File: config.mk
export PLATFORM = sky130hd
export DESIGN_NAME = sorted_key_list_top
export DESIGN_NICKNAME = d
export VERILOG_FILES = /design/src/rtl/skl_pkg.sv /design/src/rtl/sorted_key_list_top.sv /design/src/rtl/skl_dp.sv /design/src/rtl/skl_ctrl.sv
export SDC_FILE = /design/constraint.sdc
export NUM_CORES = 1
export LEC_CHECK = 0
export BUFFER_PORTS_ARGS = -buffer_cell sky130_fd_sc_hd__buf_2
export CORE_ASPECT_RATIO = 0.6
export CORE_MARGIN = 2
export CORE_UTILIZATION = 55
export DETAILED_ROUTE_END_ITERATION = 10
export PLACE_DENSITY = 0.82
export SKIP_CTS_REPAIR_TIMING = 1
export SYNTH_ARGS = -nofsm -noshare
export SYNTH_HDL_FRONTEND = slang
export SYNTH_SLANG_ARGS = --single-unit
File: constraint.sdc
create_clock -name clk -period 5.06 [get_ports clk]
set_input_delay 1.012 -clock clk [delete_from_list [all_inputs] [get_ports clk]]
set_output_delay 1.012 -clock clk [all_outputs]
set_load 0.1 [all_outputs]
File: src/rtl/skl_pkg.sv
// Shared constants, request and status codes, and control types for the sorted key list.
`timescale 1ns / 1ps
`default_nettype none
package skl_pkg;

	// Table geometry.
	localparam int CAPACITY = 16;
	localparam int IDX_W    = (CAPACITY > 1) ? $clog2(CAPACITY) : 1;
	localparam int CNT_W    = $clog2(CAPACITY + 1);
	localparam int KEY_W    = 32;

	// Request kinds.
	localparam logic [1:0] REQ_INSERT = 2'd0;
	localparam logic [1:0] REQ_SEARCH = 2'd1;
	localparam logic [1:0] REQ_DELETE = 2'd2;

	// Result status codes.
	localparam logic [1:0] ST_DONE      = 2'd0;
	localparam logic [1:0] ST_NOT_FOUND = 2'd1;
	localparam logic [1:0] ST_EMPTY     = 2'd2;
	localparam logic [1:0] ST_FULL      = 2'd3;

	// Read address selects for the slot memory.
	localparam logic [2:0] RD_ZERO   = 3'd0;
	localparam logic [2:0] RD_CNTM1  = 3'd1;
	localparam logic [2:0] RD_PLUS1  = 3'd2;
	localparam logic [2:0] RD_PLUS2  = 3'd3;
	localparam logic [2:0] RD_MINUS2 = 3'd4;

	// Operations on the slot pointer.
	localparam logic [2:0] P_HOLD     = 3'd0;
	localparam logic [2:0] P_CLEAR    = 3'd1;
	localparam logic [2:0] P_LOAD_CNT = 3'd2;
	localparam logic [2:0] P_INC      = 3'd3;
	localparam logic [2:0] P_DEC      = 3'd4;

	// Commands from the controller to the datapath.
	typedef struct packed {
		logic       load;
		logic [2:0] rd_sel;
		logic [2:0] p_op;
		logic       wr_en;
		logic       wr_key;
		logic       cnt_inc;
		logic       cnt_dec;
		logic       out_load;
	} skl_cmd_t;

	// Status from the datapath to the controller.
	typedef struct packed {
		logic [1:0] req_type;
		logic       cnt_zero;
		logic       cnt_full;
		logic       rd_lt_key;
		logic       rd_eq_key;
		logic       p_zero;
		logic       p_last;
	} skl_stat_t;

endpackage
`default_nettype wire

File: src/rtl/sorted_key_list_top.sv
// Top level of the sorted key list: controller and datapath.
//
// Keeps up to 16 signed 32-bit keys in ascending order, duplicates allowed.
// The input channel (in_valid, in_ready, req_type, key) takes one request
// item: insert, search or delete. The output channel (out_valid, out_ready,
// status, found, entry_count) returns exactly one result item per request.
// in_ready is high while the controller is idle; an item is then taken and
// worked on alone. A request ends early on a full insert, an empty table or
// an unused kind. An insert's work grows with the keys moved up, a search's
// with the slots compared, and a delete's with the key count; a delete on a
// full table is the longest case. An insert walks down from the top moving
// keys up, a search or delete walks up from slot 0, and a delete then moves
// the keys above the hit down. One slot is handled per cycle, which the
// single read port and single write port of the slot memory set.
// The result sits in an output register; the next item is accepted while it
// waits. If the receiver stalls, a finished result waits until the register
// frees, and no further item is taken meanwhile.
// Reset (arst_n low) empties the table at once; no clearing pass is needed.
`timescale 1ns / 1ps
`default_nettype none
module sorted_key_list_top (
	input  wire logic                 clk,
	input  wire logic                 arst_n,
	input  wire logic                 in_valid,
	output logic                      in_ready,
	input  wire logic [1:0]           req_type,
	input  wire logic signed [31:0]   key,
	output logic                      out_valid,
	input  wire logic                 out_ready,
	output logic [1:0]                status,
	output logic                      found,
	output logic [4:0]                entry_count
);

	skl_pkg::skl_cmd_t  cmd;
	skl_pkg::skl_stat_t stat;
	logic [1:0]         res_status;
	logic               res_found;

	// Sequencer.
	skl_ctrl u_ctrl (
		.clk        (clk),
		.arst_n     (arst_n),
		.in_valid   (in_valid),
		.in_ready   (in_ready),
		.out_valid  (out_valid),
		.out_ready  (out_ready),
		.stat       (stat),
		.cmd        (cmd),
		.res_status (res_status),
		.res_found  (res_found)
	);

	// Slot storage and result register.
	skl_dp u_dp (
		.clk         (clk),
		.arst_n      (arst_n),
		.req_type    (req_type),
		.key         (key),
		.cmd         (cmd),
		.res_status  (res_status),
		.res_found   (res_found),
		.stat        (stat),
		.status      (status),
		.found       (found),
		.entry_count (entry_count)
	);

endmodule
`default_nettype wire

File: src/rtl/skl_dp.sv
// Datapath of the sorted key list: slot memory, slot pointer, count and result registers.
`timescale 1ns / 1ps
`default_nettype none
module skl_dp (
	input  wire logic                     clk,
	input  wire logic                     arst_n,
	input  wire logic [1:0]               req_type,
	input  wire logic signed [31:0]       key,
	input  wire skl_pkg::skl_cmd_t        cmd,
	input  wire logic [1:0]               res_status,
	input  wire logic                     res_found,
	output skl_pkg::skl_stat_t            stat,
	output logic [1:0]                    status,
	output logic                          found,
	output logic [skl_pkg::CNT_W-1:0]     entry_count
);

	logic [skl_pkg::KEY_W-1:0]        mem_q [skl_pkg::CAPACITY];
	logic [skl_pkg::KEY_W-1:0]        rd_q;
	logic signed [skl_pkg::KEY_W-1:0] key_q;
	logic [1:0]                       type_q;
	logic [skl_pkg::IDX_W-1:0]        p_q;
	logic [skl_pkg::CNT_W-1:0]        cnt_q;
	logic [skl_pkg::IDX_W-1:0]        rd_addr;
	logic [skl_pkg::KEY_W-1:0]        wr_data;

	// Request capture.
	always_ff @(posedge clk) begin
		if (cmd.load) begin
			type_q <= req_type;
			key_q  <= key;
		end
	end

	// Read address select.
	always_comb begin
		case (cmd.rd_sel)
			skl_pkg::RD_ZERO:   rd_addr = '0;
			skl_pkg::RD_CNTM1:  rd_addr = cnt_q[skl_pkg::IDX_W-1:0] - skl_pkg::IDX_W'(1);
			skl_pkg::RD_PLUS1:  rd_addr = p_q + skl_pkg::IDX_W'(1);
			skl_pkg::RD_PLUS2:  rd_addr = p_q + skl_pkg::IDX_W'(2);
			skl_pkg::RD_MINUS2: rd_addr = p_q - skl_pkg::IDX_W'(2);
			default:            rd_addr = '0;
		endcase
	end

	assign wr_data = cmd.wr_key ? key_q : rd_q;

	// Slot memory: one write at the pointer and one registered read per cycle.
	always_ff @(posedge clk) begin
		if (cmd.wr_en) begin
			mem_q[p_q] <= wr_data;
		end
		rd_q <= mem_q[rd_addr];
	end

	// Slot pointer.
	always_ff @(posedge clk) begin
		case (cmd.p_op)
			skl_pkg::P_HOLD:     p_q <= p_q;
			skl_pkg::P_CLEAR:    p_q <= '0;
			skl_pkg::P_LOAD_CNT: p_q <= cnt_q[skl_pkg::IDX_W-1:0];
			skl_pkg::P_INC:      p_q <= p_q + skl_pkg::IDX_W'(1);
			skl_pkg::P_DEC:      p_q <= p_q - skl_pkg::IDX_W'(1);
			default:             p_q <= p_q;
		endcase
	end

	// Stored key count.
	always_ff @(posedge clk or negedge arst_n) begin
		if (!arst_n) begin
			cnt_q <= '0;
		end else if (cmd.cnt_inc) begin
			cnt_q <= cnt_q + skl_pkg::CNT_W'(1);
		end else if (cmd.cnt_dec) begin
			cnt_q <= cnt_q - skl_pkg::CNT_W'(1);
		end
	end

	// Result register.
	always_ff @(posedge clk) begin
		if (cmd.out_load) begin
			status      <= res_status;
			found       <= res_found;
			entry_count <= cnt_q;
		end
	end

	// Status toward the controller.
	always_comb begin
		stat.req_type  = type_q;
		stat.cnt_zero  = (cnt_q == '0);
		stat.cnt_full  = (cnt_q == skl_pkg::CNT_W'(skl_pkg::CAPACITY));
		stat.rd_lt_key = ($signed(rd_q) < key_q);
		stat.rd_eq_key = (rd_q == key_q);
		stat.p_zero    = (p_q == '0);
		stat.p_last    = ((skl_pkg::CNT_W'(p_q) + skl_pkg::CNT_W'(1)) == cnt_q);
	end

endmodule
`default_nettype wire

File: src/rtl/skl_ctrl.sv
// Controller of the sorted key list: request sequencing and the handshakes.
`timescale 1ns / 1ps
`default_nettype none
module skl_ctrl (
	input  wire logic               clk,
	input  wire logic               arst_n,
	input  wire logic               in_valid,
	output logic                    in_ready,
	output logic                    out_valid,
	input  wire logic               out_ready,
	input  wire skl_pkg::skl_stat_t stat,
	output skl_pkg::skl_cmd_t       cmd,
	output logic [1:0]              res_status,
	output logic                    res_found
);

	localparam logic [2:0] S_IDLE  = 3'd0;
	localparam logic [2:0] S_DISP  = 3'd1;
	localparam logic [2:0] S_INS   = 3'd2;
	localparam logic [2:0] S_SCAN  = 3'd3;
	localparam logic [2:0] S_SHIFT = 3'd4;
	localparam logic [2:0] S_FIN   = 3'd5;

	logic [2:0] state_q, state_d;
	logic [1:0] st_q, st_d;
	logic       fnd_q, fnd_d;
	logic       out_valid_q;
	logic       out_free;

	assign in_ready   = (state_q == S_IDLE);
	assign out_valid  = out_valid_q;
	assign out_free   = !out_valid_q || out_ready;
	assign res_status = st_q;
	assign res_found  = fnd_q;

	// Next state and datapath commands.
	always_comb begin
		state_d      = state_q;
		st_d         = st_q;
		fnd_d        = fnd_q;
		cmd          = '0;
		cmd.rd_sel   = skl_pkg::RD_ZERO;
		cmd.p_op     = skl_pkg::P_HOLD;
		case (state_q)
			S_IDLE: begin
				if (in_valid) begin
					cmd.load = 1'b1;
					state_d  = S_DISP;
				end
			end
			S_DISP: begin
				st_d  = skl_pkg::ST_DONE;
				fnd_d = 1'b0;
				case (stat.req_type)
					skl_pkg::REQ_INSERT: begin
						if (stat.cnt_full) begin
							st_d    = skl_pkg::ST_FULL;
							state_d = S_FIN;
						end else begin
							cmd.rd_sel = skl_pkg::RD_CNTM1;
							cmd.p_op   = skl_pkg::P_LOAD_CNT;
							state_d    = S_INS;
						end
					end
					skl_pkg::REQ_SEARCH, skl_pkg::REQ_DELETE: begin
						if (stat.cnt_zero) begin
							st_d    = skl_pkg::ST_EMPTY;
							state_d = S_FIN;
						end else begin
							cmd.rd_sel = skl_pkg::RD_ZERO;
							cmd.p_op   = skl_pkg::P_CLEAR;
							state_d    = S_SCAN;
						end
					end
					default: state_d = S_FIN;
				endcase
			end
			S_INS: begin
				// Walk down from the top, moving larger or equal keys up one slot.
				cmd.wr_en = 1'b1;
				if (stat.p_zero || stat.rd_lt_key) begin
					cmd.wr_key  = 1'b1;
					cmd.cnt_inc = 1'b1;
					state_d     = S_FIN;
				end else begin
					cmd.rd_sel = skl_pkg::RD_MINUS2;
					cmd.p_op   = skl_pkg::P_DEC;
				end
			end
			S_SCAN: begin
				if (stat.rd_eq_key) begin
					fnd_d = 1'b1;
					if (stat.req_type == skl_pkg::REQ_DELETE) begin
						cmd.rd_sel = skl_pkg::RD_PLUS1;
						state_d    = S_SHIFT;
					end else begin
						state_d = S_FIN;
					end
				end else if (stat.p_last) begin
					st_d    = skl_pkg::ST_NOT_FOUND;
					state_d = S_FIN;
				end else begin
					cmd.rd_sel = skl_pkg::RD_PLUS1;
					cmd.p_op   = skl_pkg::P_INC;
				end
			end
			S_SHIFT: begin
				// Close the gap left by the removed key.
				if (stat.p_last) begin
					cmd.cnt_dec = 1'b1;
					state_d     = S_FIN;
				end else begin
					cmd.wr_en  = 1'b1;
					cmd.rd_sel = skl_pkg::RD_PLUS2;
					cmd.p_op   = skl_pkg::P_INC;
				end
			end
			S_FIN: begin
				if (out_free) begin
					cmd.out_load = 1'b1;
					state_d      = S_IDLE;
				end
			end
			default: state_d = S_IDLE;
		endcase
	end

	// State and result code registers.
	always_ff @(posedge clk or negedge arst_n) begin
		if (!arst_n) begin
			state_q     <= S_IDLE;
			st_q        <= skl_pkg::ST_DONE;
			fnd_q       <= 1'b0;
			out_valid_q <= 1'b0;
		end else begin
			state_q <= state_d;
			st_q    <= st_d;
			fnd_q   <= fnd_d;
			if (cmd.out_load) begin
				out_valid_q <= 1'b1;
			end else if (out_ready) begin
				out_valid_q <= 1'b0;
			end
		end
	end

endmodule
`default_nettype wire

After elaboration in Yosys (flattened, before gate mapping)
Memory sizes are Yosys's and may differ from the RTL's. A register that Yosys moved wholly into a read port is not among the register bits. Cells that the tools add are included.

Register bits after elaboration: 58. Bits in latches: 0. Memory bits (writable): 512. Memory bits (read-only): 0. Bits of input ports: 38. Output and inout bits: 10. Logic and storage cells: 106. Memories kept: 1.

Add/sub/neg operators: 8. Multipliers: 0. Divide/modulo/power cells: 0. $lt $le $gt $ge: 1. Eq/ne operators: 24. Shift operators: 0. Muxes and demuxes: 46. Bitwise logic cells: 0. Reduce and logical (&&, ||, !) cells: 15.

Memory list: u_dp.mem_q (words 16, bits a word 32, read ports 1, clocked after Yosys merged registers in 1, wr ports 1, line skl_dp.sv:18) `logic [skl_pkg::KEY_W-1:0] mem_q [skl_pkg::CAPACITY];`.

Operators with widths (count): equality test 32 bit (1); less-than comparator 32 bit (1); 2-to-1 mux 32 bit (1); case mux 4 bit (4 select lines) (2); 2-to-1 mux 3 bit (8); case mux 6 bit (4 select lines) (1); equality test 3 x 2 -> 1 bit, second input constant (6); case mux 3 bit (6 select lines) (1); 2-to-1 mux 2 bit (8); 2-to-1 mux 5 bit (3); 2-to-1 mux 1 bit (13); equality test 3 bit, second input constant (4); 2-to-1 mux 6 bit (2); case mux 6 bit (2 select lines) (1); equality test 3 x 1 -> 1 bit, second input constant (3); != test 2 bit, second input constant (4); case mux 2 bit (2 select lines) (2); subtractor 4 x 1 -> 4 bit, second input constant (2); case mux 3 bit (2 select lines) (1); AND reduction 3 bit (2); nonzero test 2 bit (3); adder 4 x 1 -> 5 bit, second input constant (1); adder 5 x 1 -> 5 bit, second input constant (1); equality test 5 bit (1); 19 further kinds (22).

Logic depth before layout (Yosys ltp)
Depth in word-level cells: 7. Mapped depth: 18. Mapped depth without buffers: 16.

Cells and area by module
A second synthesis with hierarchy kept.

Cells, all modules: 1217. Area, all modules: 24011.8 µm².

Modules (own cells, without submodules): skl_dp (instances 1, cells each 1140, area an instance 23366.2 µm², sequential area each 17521.8 µm²); skl_ctrl (instances 1, cells each 77, area an instance 645.6 µm², sequential area each 175.2 µm²).

Least setup slack after synthesis
Ideal clock, no wire load.

Kind: register to register. Start point: register u_dp.p_q[1] in the netlist's numbering. End point: memory u_dp.mem_q[3][0] in the netlist's numbering (enable). Setup time: 461 ps. Data arrival time: 4136 ps. Data required time: 4599 ps. Path slack: 463 ps. Stages on the path, launching flop included: 9. Buffers on the path: 0. Period minus slack after synthesis: 4597 ps. Path through: edfxtp_1 -> ha_1 -> xor2_2 -> a2bb2oi_1 -> a211oi_4 -> or2_2 -> nand2_1 -> nand2_1 -> nor3_1.

Longest elaborated chain between the ends: 6.

Ends and longest elaborated chain: from (decl) (line skl_dp.sv:22) `logic [skl_pkg::IDX_W-1:0] p_q;`; from (signal assigned) (line skl_dp.sv:60) `skl_pkg::P_HOLD: p_q <= p_q;`; from (signal assigned) (line skl_dp.sv:62) `skl_pkg::P_LOAD_CNT: p_q <= cnt_q[skl_pkg::IDX_W-1:0];`; from (signal assigned) (line skl_dp.sv:63) `skl_pkg::P_INC: p_q <= p_q + skl_pkg::IDX_W'(1);`; adder 4 x 1 -> 5 bit (line skl_dp.sv:97) `stat.p_last = ((skl_pkg::CNT_W'(p_q) + skl_pkg::CNT_W'(1)) == cnt_q);`; equality test 5 bit (line skl_dp.sv:97); 2-to-1 mux 6 bit (line skl_ctrl.sv:109) `if (stat.p_last) begin`; case mux 1 bit (2 select lines) (line skl_ctrl.sv:44) `case (state_q)`; 2-to-1 mux 1 bit (line skl_dp.sv:51) `if (cmd.wr_en) begin`; 2-to-1 mux 1 bit (implied by the code) (line skl_dp.sv:52) `mem_q[p_q] <= wr_data;`; to (decl) (line skl_dp.sv:18).

Parallel ways exist; a longest one is shown, timed or not.

Worst setup path after layout
Start point: register u_dp.key_q[19] in the netlist's numbering. End point: register u_dp.rd_q[24] in the netlist's numbering (read register of u_dp.mem_q).

Longest elaborated chain between the ends: 6. Elaborated cells on any way between the ends: 11. Those cells by class: order compare (1); eq/ne (5); mux (4); reduce/logical (1).

Ends and longest elaborated chain: from (decl) (line skl_dp.sv:20) `logic signed [skl_pkg::KEY_W-1:0] key_q;`; from (signal assigned) (line skl_dp.sv:31) `key_q <= key;`; less-than comparator 32 bit (line skl_dp.sv:94) `stat.rd_lt_key = ($signed(rd_q) < key_q);`; logical OR 1 bit (line skl_ctrl.sv:81) `if (stat.p_zero || stat.rd_lt_key) begin`; 2-to-1 mux 6 bit (line skl_ctrl.sv:81); case mux 6 bit (4 select lines) (*) (line skl_ctrl.sv:44); equality test 3 bit (tied with other cells) (line skl_dp.sv:37) `case (cmd.rd_sel)`; case mux 4 bit (4 select lines) (*) (line skl_dp.sv:37); to (decl) (line skl_dp.sv:19) `logic [skl_pkg::KEY_W-1:0] rd_q;`.

Every way passes the cells marked *; elsewhere a longest branch is shown, timed or not. A chain may end at the register's enable or synchronous reset.

==> flow_summary_export.csv <==
group,metric,value,unit
sta,tns,0,ps
sta,finalSetupViolations,0,
sta,worst_pin_slew,1133,ps
synth,synth_top_cell_area_share,65.73,%
global_routing,grt_pass1_vias,15991,
clock_network,cts_tree,"yes",
cells_and_area,diodes,0,
die,io_pins,48,
worst_setup_path,r2r_cells,17,
worst_setup_path,critPathCaptureType,"register",
worst_setup_path,rr_endpoint,"u_dp.rd_q[24]$_DFF_P_",
synth,ys_top_cells_by_area,"edfxtp_1, mux2i_1, o21ai_0",
die,core_area,46020,um^2
worst_setup_path,crit_path_max_fanout,17,
synth,synth_edf_count,558,
sta,slew_headroom,24.48,%
sta,slew_viol_final,0,
sta,period_share,96.13,%
sta,fin_hold_ws,293.0,ps
worst_setup_path,crit_arrival,5320,ps
synth,synthTopCellsByCount,"edfxtp_1, nand2_1, o21ai_0",
synth,synth_top_area_cell,"edfxtp_1",
cells_and_area,drive_above_1_share,14.50,%
die,die_area,48140,um^2
global_routing,overflow,0,
cells_and_area,area_growth,12.13,%
clock_network,htree_num_levels,2,
cells_and_area,final_area,28580,um^2
placed_design,port_buffers,47,
worst_setup_path,cp-endpoint,"u_dp.rd_q[24]$_DFF_P_",
drt,drc,0,
power_and_ir_drop,power_per_cell_area,666.8,nW/um^2
run_status,status,"finished, final reports clean",
drt,drt_iter0_drc,2404,
worst_setup_path,ff2ff_setup_slack,200,ps
clock_network,cts.clk_slew.worst_paths,70,ps
synth,syn_avg_cell_area,14.44,um^2
placed_design,postPlaceCellArea,26920,um^2
global_routing,grt_max_degree,127,
die,num_rows,61,
clock_network,worst_skew_pair.late_latency,590,ps
drt,wl,63.18,mm
clock_network,cts_sinks,602,
sta,setup_ws,195.6,ps
die,initial_utilization,55.39,%
placed_design,place_hpwl,35.80,mm
clock_network,clockBufferDepth,3,
sta,grt_setup_unrepaired,"no",
global_routing,grt_pass1_wl,95.86,mm
placed_design,gp_congestion,0.8867,
synth,yosysWarnings,0,
drt,vias_per_cell,6.538,
drt,drt_first_pass_iters,6,
synth,syn-num-nets,1850,
worst_setup_path,crit_required,5510,ps
worst_setup_path,reg2reg_from,"u_dp.key_q[19]$_DFFE_PP_",
sta,fin_skew,30.05,ps
job,max_cap_viol_count,0,
synth,ys_async_sr_fraction,1.993,%
clock_network,cts_buffers,51,
drt,via_count,16384,
synth,syn_inst,1765,
global_routing,antenna_found_initial,0,
drt,wl_per_cell,25.21,um
worst_setup_path,crit_type,"register to register",
worst_setup_path,crit_start,"u_dp.key_q[19]$_DFFE_PP_",
clock_network,root_buffer,"clkbuf_16",
drt,final_antenna_net_count,0,
power_and_ir_drop,max-vdd-ir-drop,0.0005405,V
global_routing,grtUsageTotal,26.51,%
cells_and_area,final_nets,1919,
power_and_ir_drop,p_total,19.06,mW
synth,yosysUniqueCellTypes,73,
synth,synth.most_common_cell,"edfxtp_1",
placed_design,pre_cts_slack,365.3,ps
sta,hold_viol_final,0,
die,die_y,170.8,um
worst_setup_path,worstSetupStartpointType,"register",
die,die_x,281.9,um
synth,synth-seq-area-share,69.43,%
sta,period_minus_slack,4864,ps
synth,netlist_area,25490,um^2
min_path,min_path_type,"primary input to asynchronous set/reset pin",
power_and_ir_drop,p_leak,9.960,nW
synth,synthFlopType,"edfxtp_1",
sta,fmax,205.6,MHz
synth,synth-seq-cells,602,
-- state kept, by name, summed over array words and instances, names as in the netlist --
register and cells:
u_dp.entry_count 5, u_dp.type_q 2, u_ctrl.state_q 3, u_dp.rd_q 32, u_dp.key_q 32, u_ctrl.res_found 1
u_dp.mem_q 512, u_ctrl.res_status 2, u_dp.found 1, u_ctrl.out_valid 1, u_dp.status 2, u_dp.p_q 4
u_dp.cnt_q 5
-- through the flow --
step,utilization [%],cells
after floorplan,-,1765
after global placement,58.49,2411
after detailed placement,58.49,2411
after CTS,62.10,2506
after global routing,62.11,2506
final,62.11,2506
-- kinds of logic after synthesis --
family | Yosys count | synth area share, %
buffers and inverters | 159 | 2.709
multiplexers | 155 | 6.219
AND/OR/NAND/NOR | 320 | 6.170
adder cells (fa/ha/maj) | 47 | 2.366
XOR/XNOR | 14 | 0.5694
flip-flops | 602 | 69.43
AO/OA/AOI/OAI | 468 | 12.54
-- layout make-up --
class / count / area (um^2)
Tap cell: 630 / 788.3
Clock buffer: 70 / 1399
Clock inverter: 25 / 259.0
Fill cell: 3223 / 17440
Timing Repair Buffer: 132 / 998.5
Multi-Input combinational cell: 1004 / 7281
Inverter: 43 / 161.4
Sequential cell: 602 / 17700
-- critical path, cell delays in order (launching register included) --
cell      delay (ps)
edfxtp_1         330
inv_1             60
ha_1             330
nand4_1          260
nor4_4           570
nor2_1           100
or2_2            330
and2_1           200
nand2_1          290
inv_1            130
fa_1             550
inv_1             80
a22o_1           220
or2_2            320
buf_4            230
a211o_1          320
a22oi_1          230
o221ai_1         160
-- layout by cell type (no fill, tap or decap), types with 43 or more instances in the layout --
cell type,count
buf_4,75
and3_1,64
a21oi_1,87
a211o_1,50
clkbuf_16,52
ha_1,45
buf_2,47
nand2_1,134
a311oi_1,68
edfxtp_1,558
inv_1,43
o21ai_0,129
mux2i_1,128
-- report_power, final --
| group | internal (mW) | total [mW] | switching (mW) |
|---|---|---|---|
| Clock | 2.19 | 3.94 | 1.75 |
| Sequential | 6.83 | 7.16 | 0.328 |
| Combinational | 2.63 | 7.95 | 5.33 |
-- how the worst min path moves through the flow --
stage / from / to / slack, ps
detailed placement: u_ctrl.res_status[1]$_DFFE_PN0P_ / u_dp.status[1]$_DFFE_PP_ / 450
global placement: u_ctrl.res_status[0]$_DFFE_PN0P_ / u_dp.status[0]$_DFFE_PP_ / 440
global route: arst_n / u_dp.cnt_q[1]$_DFFE_PN0P_ / 310
floorplan: u_dp.cnt_q[4]$_DFFE_PN0P_ / u_dp.entry_count[4]$_DFFE_PP_ / 420
CTS: arst_n / u_dp.cnt_q[1]$_DFFE_PN0P_ / 290
finish: arst_n / u_dp.cnt_q[1]$_DFFE_PN0P_ / 290
-- metal layers --
metal	vias to the layer above	routed length, um	global-route usage, %
met5	-	0	0
met1	8051	25030	37.93
met4	0	1682	8.372
met3	140	7788	6.008
li1	7076	-	-
met2	1117	28690	40.69
(Power assumes the default switching activity.)
